$ cat config.mk
export PLATFORM = sky130hd
export DESIGN_NAME = r16x_ctrl
export DESIGN_NICKNAME = d
export VERILOG_FILES = /design/src/rtl/core/r16x_pkg.sv /design/src/rtl/core/r16x_ctrl.sv
export SDC_FILE = /design/constraint.sdc
export NUM_CORES = 1
export LEC_CHECK = 0
export BUFFER_PORTS_ARGS = -buffer_cell sky130_fd_sc_hd__buf_2
export CAP_MARGIN = 5
export CORE_AREA = 4 4 41 43
export CTS_CLUSTER_DIAMETER = 120
export CTS_CLUSTER_SIZE = 25
export DETAILED_ROUTE_END_ITERATION = 12
export DIE_AREA = 0 0 45 47
export PLACE_DENSITY = 0.32
export SYNTH_ARGS = -nofsm -noshare
export SYNTH_HDL_FRONTEND = slang
export SYNTH_SLANG_ARGS = --single-unit
$ cat constraint.sdc
create_clock -name clk -period 1.6 [get_ports clk]
set_clock_uncertainty 0.15 [all_clocks]
set_input_delay 0.16 -clock clk [delete_from_list [all_inputs] [get_ports clk]]
set_output_delay 0.16 -clock clk [all_outputs]
set_load 0.005 [all_outputs]
$ cat src/rtl/core/r16x_pkg.sv
// Shared opcodes, status codes, defaults and controller/datapath interface types.
`default_nettype none
package r16x_pkg;
    localparam int unsigned REG_COUNT_DEF = 16;
    localparam int unsigned PC_INDEX_DEF  = 15;
    localparam int unsigned MEM_WORDS_DEF = 4096;

    localparam logic [4:0] OP_HALT  = 5'd0;
    localparam logic [4:0] OP_RET   = 5'd1;
    localparam logic [4:0] OP_CALLI = 5'd2;
    localparam logic [4:0] OP_DUMP  = 5'd3;
    localparam logic [4:0] OP_MOV8  = 5'd4;
    localparam logic [4:0] OP_MOV16 = 5'd5;
    localparam logic [4:0] OP_CALLR = 5'd6;
    localparam logic [4:0] OP_TRAP  = 5'd7;
    localparam logic [4:0] OP_LOAD  = 5'd8;
    localparam logic [4:0] OP_STORE = 5'd9;
    localparam logic [4:0] OP_ADD   = 5'd10;
    localparam logic [4:0] OP_SUB   = 5'd11;
    localparam logic [4:0] OP_MUL   = 5'd12;
    localparam logic [4:0] OP_DIV   = 5'd13;
    localparam logic [4:0] OP_MOD   = 5'd14;
    localparam logic [4:0] OP_OR    = 5'd15;
    localparam logic [4:0] OP_XOR   = 5'd16;
    localparam logic [4:0] OP_AND   = 5'd17;
    localparam logic [4:0] OP_NAND  = 5'd18;
    localparam logic [4:0] OP_BEQ   = 5'd19;
    localparam logic [4:0] OP_BGT   = 5'd20;
    localparam logic [4:0] OP_BLT   = 5'd21;
    localparam logic [4:0] OP_BNE   = 5'd22;

    localparam logic [3:0] ST_OK      = 4'd0;
    localparam logic [3:0] ST_HALT    = 4'd1;
    localparam logic [3:0] ST_DIVZ    = 4'd2;
    localparam logic [3:0] ST_MODZ    = 4'd3;
    localparam logic [3:0] ST_UNKNOWN = 4'd4;
    localparam logic [3:0] ST_MEMF    = 4'd5;
    localparam logic [3:0] ST_TRAP    = 4'd6;
    localparam logic [3:0] ST_CALL    = 4'd7;
    localparam logic [3:0] ST_RET     = 4'd8;
    localparam logic [3:0] ST_UTRAP   = 4'd9;

    typedef struct packed {
        logic capture;   // latch item, read operands
        logic div_start; // load divider
        logic div_step;  // one quotient bit
        logic mem_rd;    // issue memory read
        logic commit;    // write back and present result
    } dp_cmd_t;

    typedef struct packed {
        logic is_div;    // div or mod with nonzero divisor
        logic is_load;   // in-range load
        logic div_last;  // final divider step
    } dp_stat_t;
endpackage
`default_nettype wire

$ cat src/rtl/core/r16x_ctrl.sv
// Controller state machine sequencing capture, divide, load and commit.
`default_nettype none
module r16x_ctrl
    import r16x_pkg::*;
(
    input  wire logic     clk,
    input  wire logic     rst_n,
    input  wire logic     start,
    output logic          busy,
    output dp_cmd_t       cmd,
    input  wire dp_stat_t stat
);
    typedef enum logic [2:0] {S_IDLE, S_DEC, S_DIV, S_MEM, S_WB} state_t;
    state_t state_reg;

    always_ff @(posedge clk or negedge rst_n)
    begin
        if (!rst_n)
        begin
            state_reg <= S_IDLE;
        end
        else
        begin
            unique case (state_reg)
                S_IDLE: if (start) state_reg <= S_DEC;
                S_DEC:
                begin
                    priority if (stat.is_div) state_reg <= S_DIV;
                    else if (stat.is_load)    state_reg <= S_MEM;
                    else                      state_reg <= S_WB;
                end
                S_DIV:  if (stat.div_last) state_reg <= S_WB;
                S_MEM:  state_reg <= S_WB;
                S_WB:   state_reg <= S_IDLE;
                default: state_reg <= S_IDLE;
            endcase
        end
    end

    always_comb
    begin
        busy          = (state_reg != S_IDLE);
        cmd.capture   = (state_reg == S_IDLE) && start;
        cmd.div_start = (state_reg == S_DEC) && stat.is_div;
        cmd.div_step  = (state_reg == S_DIV);
        cmd.mem_rd    = (state_reg == S_DEC) && stat.is_load;
        cmd.commit    = (state_reg == S_WB);
    end
endmodule
`default_nettype wire

==> run metrics <==
Cells after Synth 23; synthesized area per cell 8.54 um2; Hold Startpoint stat[0]; clk slew on worst S/H paths 0.04 ns; Hold Vio Cnt, Final 0; top cells by count, synth dfrtp_1 (3), nand2_1 (3), nor2_1 (3); Synth Warn # 0; clk sinks 3; placed cell count 48; n_diodes 0; initial antenna violation count 0; CTS Buffer Depth 2; Site Rows 13; Largest register FFs 3; worst slew pin tran 0.164 ns; Vias/cell 3.80; TritonCTS clock tree done; crit share post-route 95.5%; RR Startpoint state_reg[1]; Leak Pwr 0.000165 uW; RSZ-0062 raised after global routing false; clk_lat worst skew 0.23 ns; largest net degree at the start of global routing 12; Die Span Y 47 um; Setup-failing EPs final 0; Yosys top cell by area dfrtp_1; worst min path class in -> reg; synthesized net count 29; FF-to-FF path depth 2; Critical Path Fanout Max 5; Crit path required time 1.29 ns; vias in the first global route 185; asr flop ratio synth 100%; ys flop type dfrtp_1; I/O pins 12; area grow syn2layout 63.1%; run status completed; initial DRC count 0; Worst slew margin 89.1%; share of the synthesized area in the top cell type 38.2%; Hold Path End state_reg[1]; max-slew violations 0; EDFF count, synth 0; R2R setup slack 0.46 ns; # H-tree levels 1; minimum clock period 1.53 ns; Yosys cell types 14; FMAX 654 MHz; Mapped Area 196 um2; Synth Register Bits 3; Remaining Overflow, GRT 0; synth top area cells dfrtp_1 (38%), and3_2 (7.6%), nor3b_1 (7.6%), buf_6 (5.7%), nand2_1 (5.7%); routed wire length 512 um; Final ANT Viol Nets 0; die area 0.00212 mm2; crit end category primary output; global placement routability congestion 0.685; maxcap violations 0; router iterations before antenna repair 1; Final nets 48; hold path depth 4; Seq/Total Area, Yosys 38.2%; Crit path arrival time 1.22 ns; Setup CP Type reg -> out; TritonCTS buffer count 3; DR WL/cell 9.14 um; port bufs 11; Non-Filler Instances 56; first-pass GRT wire length 710 um; pwr/cell area 1800 mW/mm2; layout cells sized above 1 56.1%; Total GRT Usage 4.83%; worst IR drop on VDD 0.000429 V; Initial Util 15.1%; crit start category flop; core box area 0.00130 mm2; RR Endpoint state_reg[1]; Root Driver clkbuf_4; total number of vias 213; die width 45 um; setup tns final 0 ns; number of remaining DRC errors 0
area by class of cell:
| class | count | area [um2] |
|---|---|---|
| well taps | 15 | 18.8 |
| inverters | 1 | 3.75 |
| repair buffers | 15 | 87.6 |
| multi-input cells | 18 | 106 |
| fillers | 157 | 981 |
| clock buffers | 4 | 26.3 |
| flip-flops and latches | 3 | 77.6 |
critical path, stage by stage, from the launching register on:
cell	delay (ns)
dfrtp_2	0.42
or3_4	0.39
nor2_2	0.07
buf_2	0.11
repair_timing:
| action | 4_1_cts | 5_1_grt |
|---|---|---|
| pin swaps | 0 | 0 |
| endpoints found under the hold margin | 3 | 0 |
| gates resized for setup | 1 | 1 |
| hold buffers | 1 | 0 |
| buffers inserted | 0 | 3 |
| setup endpoints to repair | 1 | 1 |
power breakdown:
| part | internal [uW] | total (uW) | leakage [uW] | switching (uW) |
|---|---|---|---|---|
| registers | 114 | 155 | 0.0000365 | 40.3 |
| clock network | 93.3 | 131 | 0.0000150 | 37.3 |
| logic | 173 | 290 | 0.000113 | 117 |
per-layer routing:
layer,track usage [%],wire length [um],share of wire (%)
met1,6.39,233,46
met5,0,0,0
met3,1.15,55,11
met4,5.26,0,0
met2,5.93,223,44
how the worst max path moves through the flow:
stage	from	end	slack (ns)
after floorplan	state_reg[0]	cmd[4]	0.34
after global placement	state_reg[0]	cmd[4]	0.24
after detailed placement	state_reg[0]	cmd[4]	0.24
after CTS	state_reg[0]	cmd[4]	0.02
after global routing	state_reg[1]	cmd[4]	0.02
final	state_reg[1]	cmd[4]	0.07
through the flow:
step                      instance area, um2  setup WS (ns)  util [%]  hold slack, ns  power [uW]
final                                    320         0.0713      24.6          0.0470         576
after global routing                     320         0.0153      24.6          0.0933         628
after CTS                                297         0.0197      22.8          0.0468         535
after detailed placement                 259          0.242      19.9          -0.191         392
after global placement                   259          0.245      19.9          -0.194         395
after floorplan                          196          0.339         -          -0.286         322
cell families after synthesis:
logic type	count (synthesis)	share of synthesized area (%)
compound gates	4	10.8
buf+inv	2	7.64
flops	3	38.2
simple gates	14	43.3
cell usage in the layout, fill, tap and decap left out, drive strengths merged:
| master | count |
|---|---|
| o21ai | 1 |
| a21oi | 2 |
| or3b | 1 |
| clkbuf | 4 |
| nand2 | 3 |
| dlygate4sd3 | 1 |
| and2 | 1 |
| dfrtp | 3 |
| and3 | 2 |
| buf | 14 |
| or3 | 1 |
| o22ai | 1 |
| nor2 | 4 |
| inv | 1 |
| nor3b | 2 |
(Power assumes the default switching activity.)
